==> src/rtl/pli_pkg.sv <==
// Shared types and constants for the piecewise linear interpolator.
// No dependencies; imported by every module of the block.
package pli_pkg;

   localparam int MAX_POINTS_DEF  = 64;
   localparam int VALUE_WIDTH_DEF = 32;

   localparam int IDX_WIDTH      = 6;
   localparam int MODE_WIDTH     = 2;
   localparam int COUNT_WIDTH    = 7;
   localparam int STATUS_WIDTH   = 2;
   localparam int CSR_DATA_WIDTH = 7;

   // item commands
   localparam logic CMD_WRITE = 1'b0;
   localparam logic CMD_EVAL  = 1'b1;

   // register indexes
   localparam logic CSR_EXTRAP_MODE = 1'b0;
   localparam logic CSR_POINTS      = 1'b1;

   // extrapolation modes
   localparam logic [MODE_WIDTH-1:0] EXTRAP_HOLD_END = 2'd0;
   localparam logic [MODE_WIDTH-1:0] EXTRAP_LINE_END = 2'd1;

   // result status codes
   localparam logic [STATUS_WIDTH-1:0] STAT_OK         = 2'd0;
   localparam logic [STATUS_WIDTH-1:0] STAT_NO_EXTRAP  = 2'd1;
   localparam logic [STATUS_WIDTH-1:0] STAT_ZERO_WIDTH = 2'd2;
   localparam logic [STATUS_WIDTH-1:0] STAT_SATURATED  = 2'd3;

   // quotient magnitude above 2^40 saturates outright
   localparam int                         SAT_LIMIT_WIDTH = 41;
   localparam logic [SAT_LIMIT_WIDTH-1:0] SAT_LIMIT       = 41'h100_0000_0000;

   typedef enum logic [3:0] {
      S_IDLE,
      S_SCAN,
      S_PICK,
      S_READ_LO,
      S_READ_HI,
      S_GRAB,
      S_MUL,
      S_DIV,
      S_SUM,
      S_READ_END,
      S_TAKE_END,
      S_FINISH
   } state_type;

endpackage

==> src/rtl/pli_mem.sv <==
// Knot storage: x and y tables, one write port and one registered read port.
// Depends on pli_pkg.
module pli_mem
   import pli_pkg::*;
#(
   parameter int DEPTH = MAX_POINTS_DEF,
   parameter int AW    = $clog2(MAX_POINTS_DEF),
   parameter int VW    = VALUE_WIDTH_DEF
) (
   input  logic          clock,
   input  logic          wr_en,
   input  logic [AW-1:0] wr_addr,
   input  logic [VW-1:0] wr_x,
   input  logic [VW-1:0] wr_y,
   input  logic [AW-1:0] rd_addr,
   output logic [VW-1:0] rd_x,
   output logic [VW-1:0] rd_y
);

   logic [VW-1:0] x_mem [DEPTH];
   logic [VW-1:0] y_mem [DEPTH];
   logic [VW-1:0] rd_x_ff;
   logic [VW-1:0] rd_y_ff;

   always_ff @(posedge clock) begin
      if (wr_en) begin
         x_mem[wr_addr] <= wr_x;
         y_mem[wr_addr] <= wr_y;
      end
   end

   always_ff @(posedge clock) begin
      rd_x_ff <= x_mem[rd_addr];
      rd_y_ff <= y_mem[rd_addr];
   end

   assign rd_x = rd_x_ff;
   assign rd_y = rd_y_ff;

endmodule

==> config.mk <==
export PLATFORM = sky130hd
export DESIGN_NAME = pli_mem
export DESIGN_NICKNAME = d
export VERILOG_FILES = /design/src/rtl/pli_pkg.sv /design/src/rtl/pli_mem.sv
export SDC_FILE = /design/constraint.sdc
export NUM_CORES = 2
export LEC_CHECK = 0
export BUFFER_PORTS_ARGS = -buffer_cell sky130_fd_sc_hd__buf_2
export CORE_MARGIN = 2
export CORE_UTILIZATION = 40
export CTS_CLUSTER_DIAMETER = 40
export DETAILED_ROUTE_END_ITERATION = 6
export HOLD_SLACK_MARGIN = 0.05
export PLACE_DENSITY = 0.61
export RECOVER_POWER = 100
export REMOVE_ABC_BUFFERS = 1
export SETUP_SLACK_MARGIN = 0.05
export SYNTH_ARGS = -nofsm -noshare
export SYNTH_HDL_FRONTEND = slang
export SYNTH_SLANG_ARGS = --single-unit
export TNS_END_PERCENT = 20
==> constraint.sdc <==
create_clock -name clock -period 4.95 [get_ports clock]
set_input_delay 1.2375 -clock clock [delete_from_list [all_inputs] [get_ports clock]]
set_output_delay 1.2375 -clock clock [all_outputs]
set_load 0.03 [all_outputs]
==> results.toml <==
[sta]
fin_crit_sh_pct = 83.1
fmax_ghz = 0.243
slew_viol_final = 6860
period_minus_slack_ns = 4.11
grt_setup_unrepaired = "no"
finalHoldViolCount = 0
setup-violations-final = 0
worst_clock_skew_ns = 0.0566
tightestPinTransition_ns = 3.22
tns_ns = 0
final.hold.worst_slack_ns = 0.828
max-slew-margin-rel_pct = -115

[clocking]
cts_tree = "yes"
numClockSinks = 4160
cts_inserted_buffers = 455
cts_h_tree_depth = 5
cts_root_buffer = "sky130_fd_sc_hd__clkbuf_16"
cts_resized = 0
postCtsHoldBufs = 0
cts_post_setup_buffers_inserted = 0
clock_path_buffers = 4
clock_latency_of_the_later_clocked_register_in_the_worst_skew_pair_ns = 1.00
clk_pin_slew_worst_paths_ns = 0.06

[synth]
largest_family_of_logic_cells_by_synthesized_area = "multiplexers"
syn-cell-area_sq_um = 156000
syn_avg_cell_area_sq_um = 24.0
yosysTopAreaCellShare_pct = 78.9
synth_area_leaders = "sky130_fd_sc_hd__edfxtp_1, sky130_fd_sc_hd__mux4_2, sky130_fd_sc_hd__a22oi_1"
synth.lib_cells_used.distinct = 30
synth_largest_area_cell = "sky130_fd_sc_hd__edfxtp_1"
post_synth_xor_area_fraction_pct = 0
synth_simple_gate_area_share_pct = 0.831
synth.mux.area_fraction_pct = 15.4
synth_compound_area_share_pct = 2.80
synthesis.instances = 6505
synth-adder-area-share_pct = 0
ys.warnings.count = 0
seq_total_area_yosys_pct = 79.7
synth.ff_latch_count = 4160

[global_route]
first_global_vias = 76985
grt.total_usage_pct = 21.8
antenna_violations_before_repair = 34
grt_pass1_wl_mm = 607
grt_start_max_net_pins = 107
grt_overflow = 0

[routing]
wl_met1_mm = 172
final_antenna_net_count = 0
vias_per_cell = 6.04
drt_pass1_iterations = 6
detail_route.wl_per_cell_um = 34.9
routed_wirelength_mm = 439
detail_route.drc_violations = 0
routed-via-count = 76062
top_signal_layer_used = "met5"
met3_wirelength_mm = 40.5
detailedRoute.firstIterationViolations = 10518
dr_wl_met2_mm = 214

[status]
failing_checks = "capacitance limit, slew limit"
status = "finished, violations left"

[power_and_ir_drop]
power.share.clock_pct = 44.6
fin_total_pwr_w = 0.0769
vdd_drop_max_mv = 0.312
cell_internal_pwr_w = 0.0603
total_leakage_power_nw = 55.2
power.share.switching_pct = 21.6
power_density_over_the_cells_nw_per_um2 = 429
comb_power_share_pct = 4.4
p_seq_share_pct = 51.0
p_switching_w = 0.0167

[layout]
post_route_cells_drive_above_1_share_pct = 27.1
final-instance-count-excl-fill = 12590
mostFrequentLayoutCells = "sky130_fd_sc_hd__edfxtp_1, sky130_fd_sc_hd__mux4_2, sky130_fd_sc_hd__clkbuf_16"
finish.net_count = 7066
layout.cells.most_common = "sky130_fd_sc_hd__edfxtp_1"
area_delta_synth_final_pct = 15.0

[critical_path]
worst_reg2reg_path_length_in_cells = 4
crit_path_cell_trace = "clkbuf_1, and2_4, clkbuf_2, a22oi_1, nand3_1, o211a_1"
arrival_ns = 5.01
critical_path.startpoint_type = "input pin"
critical_path.slowest_cell = "sky130_fd_sc_hd__clkbuf_1"
slowest_delay_ns = 1.52
timing.setup.critical_path_class = "in2reg"
worstPathMaxFanout = 23
kind_of_end_point_of_the_critical_path = "flip-flop"
worstPathRequired_ns = 5.85

[floorplanning]
initial_core_util_pct = 40.1
die_height_um = 628
die_extent_in_x_um = 628
num_io_pins = 142
core-area_sq_um = 389000
design.die.area_sq_um = 395000
number_of_standard_cell_rows_in_the_floorplan = 229

[run]
max_cap_viol_count = 150

[placement]
detailedPlacementHpwl_mm = 220
gp_routability_congestion = 0.762
port_buffer_count = 141
dp_cells = 11728

[hold_path]
hold_path_class = "reg2reg"
min_delay_path_depth = 4
-- metrics by stage --
stage | worst slack (ns) | area, sq um | util (%)
after CTS | 1.76 | 181000 | 46.5
after global placement | 0.999 | 165000 | 42.6
final | 0.837 | 179000 | 46.1
after floorplan | -1.26 | 154000 | -
after global routing | 0.864 | 179000 | 46.1
after detailed placement | 1.02 | 165000 | 42.6
-- logic make-up after synthesis --
| logic type | after synthesis |
|---|---|
| simple gates | 278 |
| buf+inv | 378 |
| compound gates | 575 |
| flops | 4160 |
| mux | 1114 |
-- power groups by stage --
stage | combinational (W) | sequential [W] | clock [W]
2_1_floorplan | 0.00140 | 0.0400 | 0
6_report | 0.00337 | 0.0392 | 0.0343
3_5_place_dp | 0.00346 | 0.0399 | 0
5_1_grt | 0.00358 | 0.0392 | 0.0362
4_1_cts | 0.00347 | 0.0392 | 0.0348
3_3_place_gp | 0.00339 | 0.0399 | 0
-- layer usage --
layer | track usage (%) | vias up
met5 | 0 | -
met3 | 3.89 | 728
met2 | 36.1 | 4056
met1 | 30.2 | 41900
met4 | 5.39 | 32
li1 | - | 29346
-- worst paths after layout --
path	slack, ns	from	to
setup / recovery	0.84	rd_addr[3]	rd_x[5]$_DFF_P_
hold / removal	0.83	x_mem[46][20]$_DFFE_PP_	rd_x[20]$_DFF_P_
setup reg to reg	3.14	y_mem[42][13]$_DFFE_PP_	rd_y[13]$_DFF_P_
hold reg to reg	0.83	x_mem[46][20]$_DFFE_PP_	rd_x[20]$_DFF_P_
-- flip-flops by register name, summed over array words and instances, names as in the netlist --
register / cells
x_mem: 2048
y_mem: 2048
rd_y: 32
rd_x: 32
-- worst max-delay path, delay by kind of cell --
family          cells  cell delay (ns)
simple gates        2             1.02
compound gates      2             0.36
buf+inv             2             2.30
-- cell usage after synthesis (all sizes together) --
library cell / number
mux4: 1024
o22ai: 102
a22oi: 256
nand3: 133
a211oi: 63
nand3b: 4
nand2: 7
dfxtp: 64
edfxtp: 4096
buf: 236
a21oi: 25
clkbuf: 141
or3b: 4
o211a: 64
or2: 2
a221oi: 1
and2: 3
nand4: 1
inv: 1
nand2b: 4
nor2b: 7
nor2: 110
or3: 3
mux2i: 90
o221ai: 64
-- final cells by class --
cell class | count | area, sq um
clock buffer | 544 | 12000
antenna | 14 | 35.0
multi-input combinational | 1967 | 29800
timing repair buffer | 403 | 3250
inverter | 1 | 3.75
sequential | 4160 | 124000
tap | 5197 | 6500
fill | 31836 | 209000
clock inverter | 304 | 3430
Power figures use the tool's default switching activity.
