==> src/rtl/pli_pkg.sv <==
// Shared types and constants for the piecewise linear interpolator.
// No dependencies; imported by every module of the block.
package pli_pkg;

   localparam int MAX_POINTS_DEF  = 64;
   localparam int VALUE_WIDTH_DEF = 32;

   localparam int IDX_WIDTH      = 6;
   localparam int MODE_WIDTH     = 2;
   localparam int COUNT_WIDTH    = 7;
   localparam int STATUS_WIDTH   = 2;
   localparam int CSR_DATA_WIDTH = 7;

   // item commands
   localparam logic CMD_WRITE = 1'b0;
   localparam logic CMD_EVAL  = 1'b1;

   // register indexes
   localparam logic CSR_EXTRAP_MODE = 1'b0;
   localparam logic CSR_POINTS      = 1'b1;

   // extrapolation modes
   localparam logic [MODE_WIDTH-1:0] EXTRAP_HOLD_END = 2'd0;
   localparam logic [MODE_WIDTH-1:0] EXTRAP_LINE_END = 2'd1;

   // result status codes
   localparam logic [STATUS_WIDTH-1:0] STAT_OK         = 2'd0;
   localparam logic [STATUS_WIDTH-1:0] STAT_NO_EXTRAP  = 2'd1;
   localparam logic [STATUS_WIDTH-1:0] STAT_ZERO_WIDTH = 2'd2;
   localparam logic [STATUS_WIDTH-1:0] STAT_SATURATED  = 2'd3;

   // quotient magnitude above 2^40 saturates outright
   localparam int                         SAT_LIMIT_WIDTH = 41;
   localparam logic [SAT_LIMIT_WIDTH-1:0] SAT_LIMIT       = 41'h100_0000_0000;

   typedef enum logic [3:0] {
      S_IDLE,
      S_SCAN,
      S_PICK,
      S_READ_LO,
      S_READ_HI,
      S_GRAB,
      S_MUL,
      S_DIV,
      S_SUM,
      S_READ_END,
      S_TAKE_END,
      S_FINISH
   } state_type;

endpackage

==> src/rtl/pli_div.sv <==
// Restoring unsigned divider, one quotient bit per cycle.
// Depends on pli_pkg.
module pli_div
   import pli_pkg::*;
#(
   parameter int NW = 2 * (VALUE_WIDTH_DEF + 1),
   parameter int DW = VALUE_WIDTH_DEF + 1
) (
   input  logic          clock,
   input  logic          reset,
   input  logic          start,
   input  logic [NW-1:0] dividend,
   input  logic [DW-1:0] divisor,
   output logic          done,
   output logic [NW-1:0] quotient
);

   localparam int CTW = $clog2(NW + 1);

   logic            busy_ff, busy_in;
   logic [CTW-1:0]  cnt_ff, cnt_in;
   logic [NW-1:0]   dvd_ff, dvd_in;
   logic [DW-1:0]   dvs_ff, dvs_in;
   logic [DW-1:0]   rem_ff, rem_in;
   logic [DW:0]     rem_sh;
   logic [DW:0]     rem_sub;
   logic            ge;

   assign rem_sh  = {rem_ff, dvd_ff[NW-1]};
   assign ge      = (rem_sh >= {1'b0, dvs_ff});
   assign rem_sub = rem_sh - {1'b0, dvs_ff};

   always_comb begin
      busy_in = busy_ff;
      cnt_in  = cnt_ff;
      dvd_in  = dvd_ff;
      dvs_in  = dvs_ff;
      rem_in  = rem_ff;
      if (start) begin
         busy_in = 1'b1;
         cnt_in  = CTW'(NW);
         dvd_in  = dividend;
         dvs_in  = divisor;
         rem_in  = '0;
      end else if (busy_ff) begin
         if (cnt_ff == '0) begin
            busy_in = 1'b0;
         end else begin
            cnt_in = cnt_ff - CTW'(1);
            dvd_in = {dvd_ff[NW-2:0], ge};
            rem_in = ge ? rem_sub[DW-1:0] : rem_sh[DW-1:0];
         end
      end
   end

   always_ff @(posedge clock) begin
      if (reset) begin
         busy_ff <= 1'b0;
      end else begin
         busy_ff <= busy_in;
      end
   end

   always_ff @(posedge clock) begin
      cnt_ff <= cnt_in;
      dvd_ff <= dvd_in;
      dvs_ff <= dvs_in;
      rem_ff <= rem_in;
   end

   assign done     = busy_ff && (cnt_ff == '0);
   assign quotient = dvd_ff;

endmodule

==> config.mk <==
export PLATFORM = sky130hd
export DESIGN_NAME = pli_div
export DESIGN_NICKNAME = d
export VERILOG_FILES = /design/src/rtl/pli_pkg.sv /design/src/rtl/pli_div.sv
export SDC_FILE = /design/constraint.sdc
export NUM_CORES = 1
export LEC_CHECK = 0
export BUFFER_PORTS_ARGS = -buffer_cell sky130_fd_sc_hd__buf_2
export CORE_UTILIZATION = 50
export CTS_BUF_LIST = sky130_fd_sc_hd__clkbuf_8
export CTS_CLUSTER_SIZE = 20
export DETAILED_ROUTE_END_ITERATION = 12
export PLACE_DENSITY = 0.79
export SLEW_MARGIN = 25
export SYNTH_ARGS = -nofsm -noshare
export SYNTH_HDL_FRONTEND = slang
export SYNTH_SLANG_ARGS = --single-unit
==> constraint.sdc <==
create_clock -name clock -period 3.85 [get_ports clock]
set_input_delay 0.1925 -clock clock [delete_from_list [all_inputs] [get_ports clock]]
set_output_delay 0.1925 -clock clock [all_outputs]
set_load 0.01 [all_outputs]
==> PnR_summary.wiki <==
{| class="wikitable"
! Metric !! Value
|-
| Ratio of routed vias to standard cells || 5.492
|-
| WP data required || 4180 ps
|-
| Number of nets produced by synthesis || 824
|-
| Clock transition at the register clock pins on the worst setup and hold paths after CTS || 90 ps
|-
| Cell depth of the worst min-delay path || 2
|-
| Last weighted congestion value of the routability-driven placer || 0.9043
|-
| Final Net Count || 1,017
|-
| FF+latch count, synth || 140
|-
| Post-detailed-route DRC marker count || 0
|-
| Overall via count from detail_route || 5,909
|-
| Met2 routing resource usage after global routing || 0.3894
|-
| Worst slack after detailed placement || 687.8 ps
|-
| Worst reg-to-reg setup slack || 640 ps
|-
| Aggregate global routing overflow || 0
|-
| Top post-synthesis cells by area || sky130_fd_sc_hd__edfxtp_1, sky130_fd_sc_hd__dfxtp_1, sky130_fd_sc_hd__mux2_2, sky130_fd_sc_hd__ha_1, sky130_fd_sc_hd__nor2_1
|-
| Final slew viol count || 0
|-
| # Max-Cap Violations || 0
|-
| Most repeated cell in the gate-level netlist after synthesis || sky130_fd_sc_hd__edfxtp_1
|-
| Largest net degree at the start of global routing || 62
|-
| Average wire per standard cell || 16.04 um
|-
| Total stage count of the critical path || 13
|-
| Std cell rows || 44
|-
| Power density over cell area || 416.9 nW/um^2
|-
| Initial antenna violation count || 0
|-
| Area leader, netlist || sky130_fd_sc_hd__edfxtp_1
|-
| Synthesized netlist cell count || 686
|-
| Post-synth EDFFs || 99
|-
| Leading register cell type out of synthesis || sky130_fd_sc_hd__edfxtp_1
|-
| Critical Setup Path Class || register to register
|-
| Most used routing layer in global routing || met2
|-
| Sequential cell area fraction in the yosys report || 0.5002
|-
| Total wire length after detailed routing || 17.26 mm
|-
| Outcome || finished clean
|-
| Die width || 125.2 um
|-
| Worst-case clock buffer depth || 2
|-
| Area of placed instances || 8566 um^2
|-
| Hold crit path type || input port to register
|-
| Element type at the critical path end || register
|-
| Setup-failing EPs final || 0
|-
| Final HPWL from detailed placement || 11.98 mm
|-
| Final clock period utilization by the worst path || 0.8350
|-
| Worst vdd ir || 0.3520 mV
|-
| Global-route wire length before repair || 28.46 mm
|-
| Leakage || 4.037 nW
|-
| Max FO, Critical Path || 36
|-
| Highest achievable clock rate || 0.3111 GHz
|-
| Post-layout min period || 3215 ps
|-
| Number of buffer and inverter stages on the critical path || 3
|-
| Area growth from synthesis to layout || 22.34%
|-
| Die outline height || 125.2 um
|-
| CTS Buf Count || 17
|-
| Maximum level of the CTS H-tree || 4
|-
| Count of distinct cell types in the synthesized netlist || 63
|-
| Count of clock tree sinks || 140
|-
| Fraction of layout cells with a size suffix above 1 || 0.3251
|-
| Synth Cell Area || 7584 um^2
|-
| Core Area || 14,640 um^2
|-
| Fraction of registers with async set or reset after synthesis || 0
|-
| Detailed Route Iter0 Violations || 373
|-
| Unrepaired setup endpoints after global routing || false
|-
| Final hold slack || 40.15 ps
|-
| Overall Power || 3.867 mW
|-
| Root Buffer Master || sky130_fd_sc_hd__clkbuf_8
|-
| Starting Density || 0.5179
|-
| Delay of the slowest cell on the worst path || 420 ps
|-
| Worst R2R End || rem_ff[8]
|-
| Port Buffers || 168
|-
| Setup TNS Final || 0 ps
|-
| DIE AREA || 15,660 um^2
|-
| Number of buffers inserted by post-CTS setup repair || 0
|-
| Ranking of synthesized cells by instance count || sky130_fd_sc_hd__edfxtp_1, sky130_fd_sc_hd__mux2_2, sky130_fd_sc_hd__nor2_1, sky130_fd_sc_hd__inv_1, sky130_fd_sc_hd__nand2_1
|-
| Ordered list of cells on the worst path || inv_1 > ha_1 > inv_1 > fa_1 > a21o_1 > a221oi_2 > o31a_2 > o211ai_2 > a211oi_4 > buf_12 > mux2_2 > nand2_1 > a21oi_1
|-
| Top-Level Pins || 169
|-
| Transition at the pin with the smallest max-transition slack || 705.7 ps
|-
| Avg Cell Area, Syn || 11.05 um^2
|-
| Worst Hold Launch || dividend[5]
|-
| Vias in the first global route || 5,929
|-
| Met3 Usage GRT || 0.07317
|-
| Worst Setup Start Kind || register
|-
| Crit path max-delay family || compound AO/OA/AOI/OAI gates
|-
| First-pass detailed-route iteration total || 7
|-
| Number of fill cells in the layout || 1,214
|-
| Launch point of the worst reg-to-reg path || quotient[65]
|-
| Capture endpoint of the worst hold path || quotient[5]
|-
| Final WS setup || 635.1 ps
|-
| Critical-path cell with the highest stage delay || sky130_fd_sc_hd__edfxtp_1
|-
| Final hold violations || 0
|-
| Total non-filler cell area in the finished layout || 9278 um^2
|-
| Library cell appearing most often on the critical path || sky130_fd_sc_hd__inv_1
|-
| Number of antenna repair diodes || 0
|-
| CTS tree || done
|-
| Timing startpoint of the critical path || quotient[65]
|-
| Worst Path Arrival || 3540 ps
|-
| Max-Slew Margin vs Limit || 0.5295
|-
| M1 GR Usage || 0.2770
|-
| Fraction of post-synthesis cell area in the top cell type by area || 0.3920
|-
| Post-route antenna net violation count || 0
|-
| R2R cell count || 13
|-
| Total GRT Usage || 0.2281
|-
| Clock latency on the worst-skew pair || 450 ps
|-
| Warning count from the yosys run || 0
|-
| Setup clock skew after layout || 13.26 ps
|}
==> sequential cells by signal, summed over array words and instances, names as in the netlist <==
register / count
quotient: 66
dvs_ff: 33
rem_ff: 33
cnt_ff: 7
busy_ff: 1
==> through the flow <==
step                  util  instances
finish              0.6335       1076
global route        0.6335       1076
CTS                 0.6335       1076
detailed placement  0.5849       1010
global placement    0.5849       1010
floorplan                -        686
==> final cells by class <==
class | instances | area [um^2] | area share
repair buffers | 210 | 1269 | 0.1368
well taps | 184 | 230.2 | 0.02481
inverters | 44 | 165.2 | 0.01780
clock inverters | 15 | 137.6 | 0.01483
clock buffers | 17 | 234.0 | 0.02522
multi-input cells | 466 | 3448 | 0.3717
flip-flops and latches | 140 | 3794 | 0.4089
==> logic make-up (layout without fill, tap and decap cells) <==
group / count (synthesis) / count (layout) / share of synthesized area
flops: 140 / 140 / 0.5002
compound gates: 136 / 136 / 0.1284
buf+inv: 80 / 286 / 0.04537
mux: 83 / 83 / 0.1213
simple gates: 182 / 182 / 0.1109
fa+ha+maj: 36 / 36 / 0.06039
xor+xnor: 29 / 29 / 0.03349
==> power breakdown <==
part	switching (mW)	total, mW	internal [mW]
Clock	0.620	1.14	0.520
Combinational	0.473	0.874	0.401
Sequential	0.0774	1.85	1.78
Total	1.17	3.87	2.70
==> worst reg2reg max path, stage by stage, from the launching register on <==
cell                       delay (ps)
sky130_fd_sc_hd__edfxtp_1         420
sky130_fd_sc_hd__inv_1             80
sky130_fd_sc_hd__ha_1             150
sky130_fd_sc_hd__inv_1             50
sky130_fd_sc_hd__fa_1             400
sky130_fd_sc_hd__a21o_1           240
sky130_fd_sc_hd__a221oi_2         360
sky130_fd_sc_hd__o31a_2           240
sky130_fd_sc_hd__o211ai_2         110
sky130_fd_sc_hd__a211oi_4         290
sky130_fd_sc_hd__buf_12           250
sky130_fd_sc_hd__mux2_2           370
sky130_fd_sc_hd__nand2_1           70
sky130_fd_sc_hd__a21oi_1           70
==> metal layers <==
metal / share of wire / wire (um)
met1: 0.43 / 7405
met5: 0 / 0
met3: 0.070 / 1203
met2: 0.49 / 8483
met4: 0.0097 / 167
==> worst max-delay path by stage <==
stage / to / slack [ps]
6_report: rem_ff[8] / 640
3_3_place_gp: rem_ff[8] / 780
4_1_cts: rem_ff[2] / 660
5_1_grt: rem_ff[8] / 440
2_1_floorplan: rem_ff[7] / 890
3_5_place_dp: rem_ff[2] / 690
==> cell usage in the layout, fill, tap and decap left out, types with 17 or more instances in the layout <==
cell / synthesis / routed
sky130_fd_sc_hd__edfxtp_1: 99 / 99
sky130_fd_sc_hd__a21oi_1: 36 / 36
sky130_fd_sc_hd__clkbuf_8: 0 / 17
sky130_fd_sc_hd__xnor2_1: 17 / 17
sky130_fd_sc_hd__buf_2: 5 / 167
sky130_fd_sc_hd__dfxtp_1: 41 / 41
sky130_fd_sc_hd__inv_1: 44 / 44
sky130_fd_sc_hd__nor3_1: 25 / 25
sky130_fd_sc_hd__nor2_1: 61 / 61
sky130_fd_sc_hd__a211oi_1: 23 / 23
sky130_fd_sc_hd__nand2_1: 42 / 42
sky130_fd_sc_hd__mux2_2: 67 / 67
sky130_fd_sc_hd__dlygate4sd3_1: 0 / 34
sky130_fd_sc_hd__ha_1: 35 / 35
==> what timing repair did <==
action | CTS | global route
hold buffers | 34 | 0
hold endpoints to repair | 34 | 0
resized for setup | 0 | 0
Power figures use the tool's default switching activity.
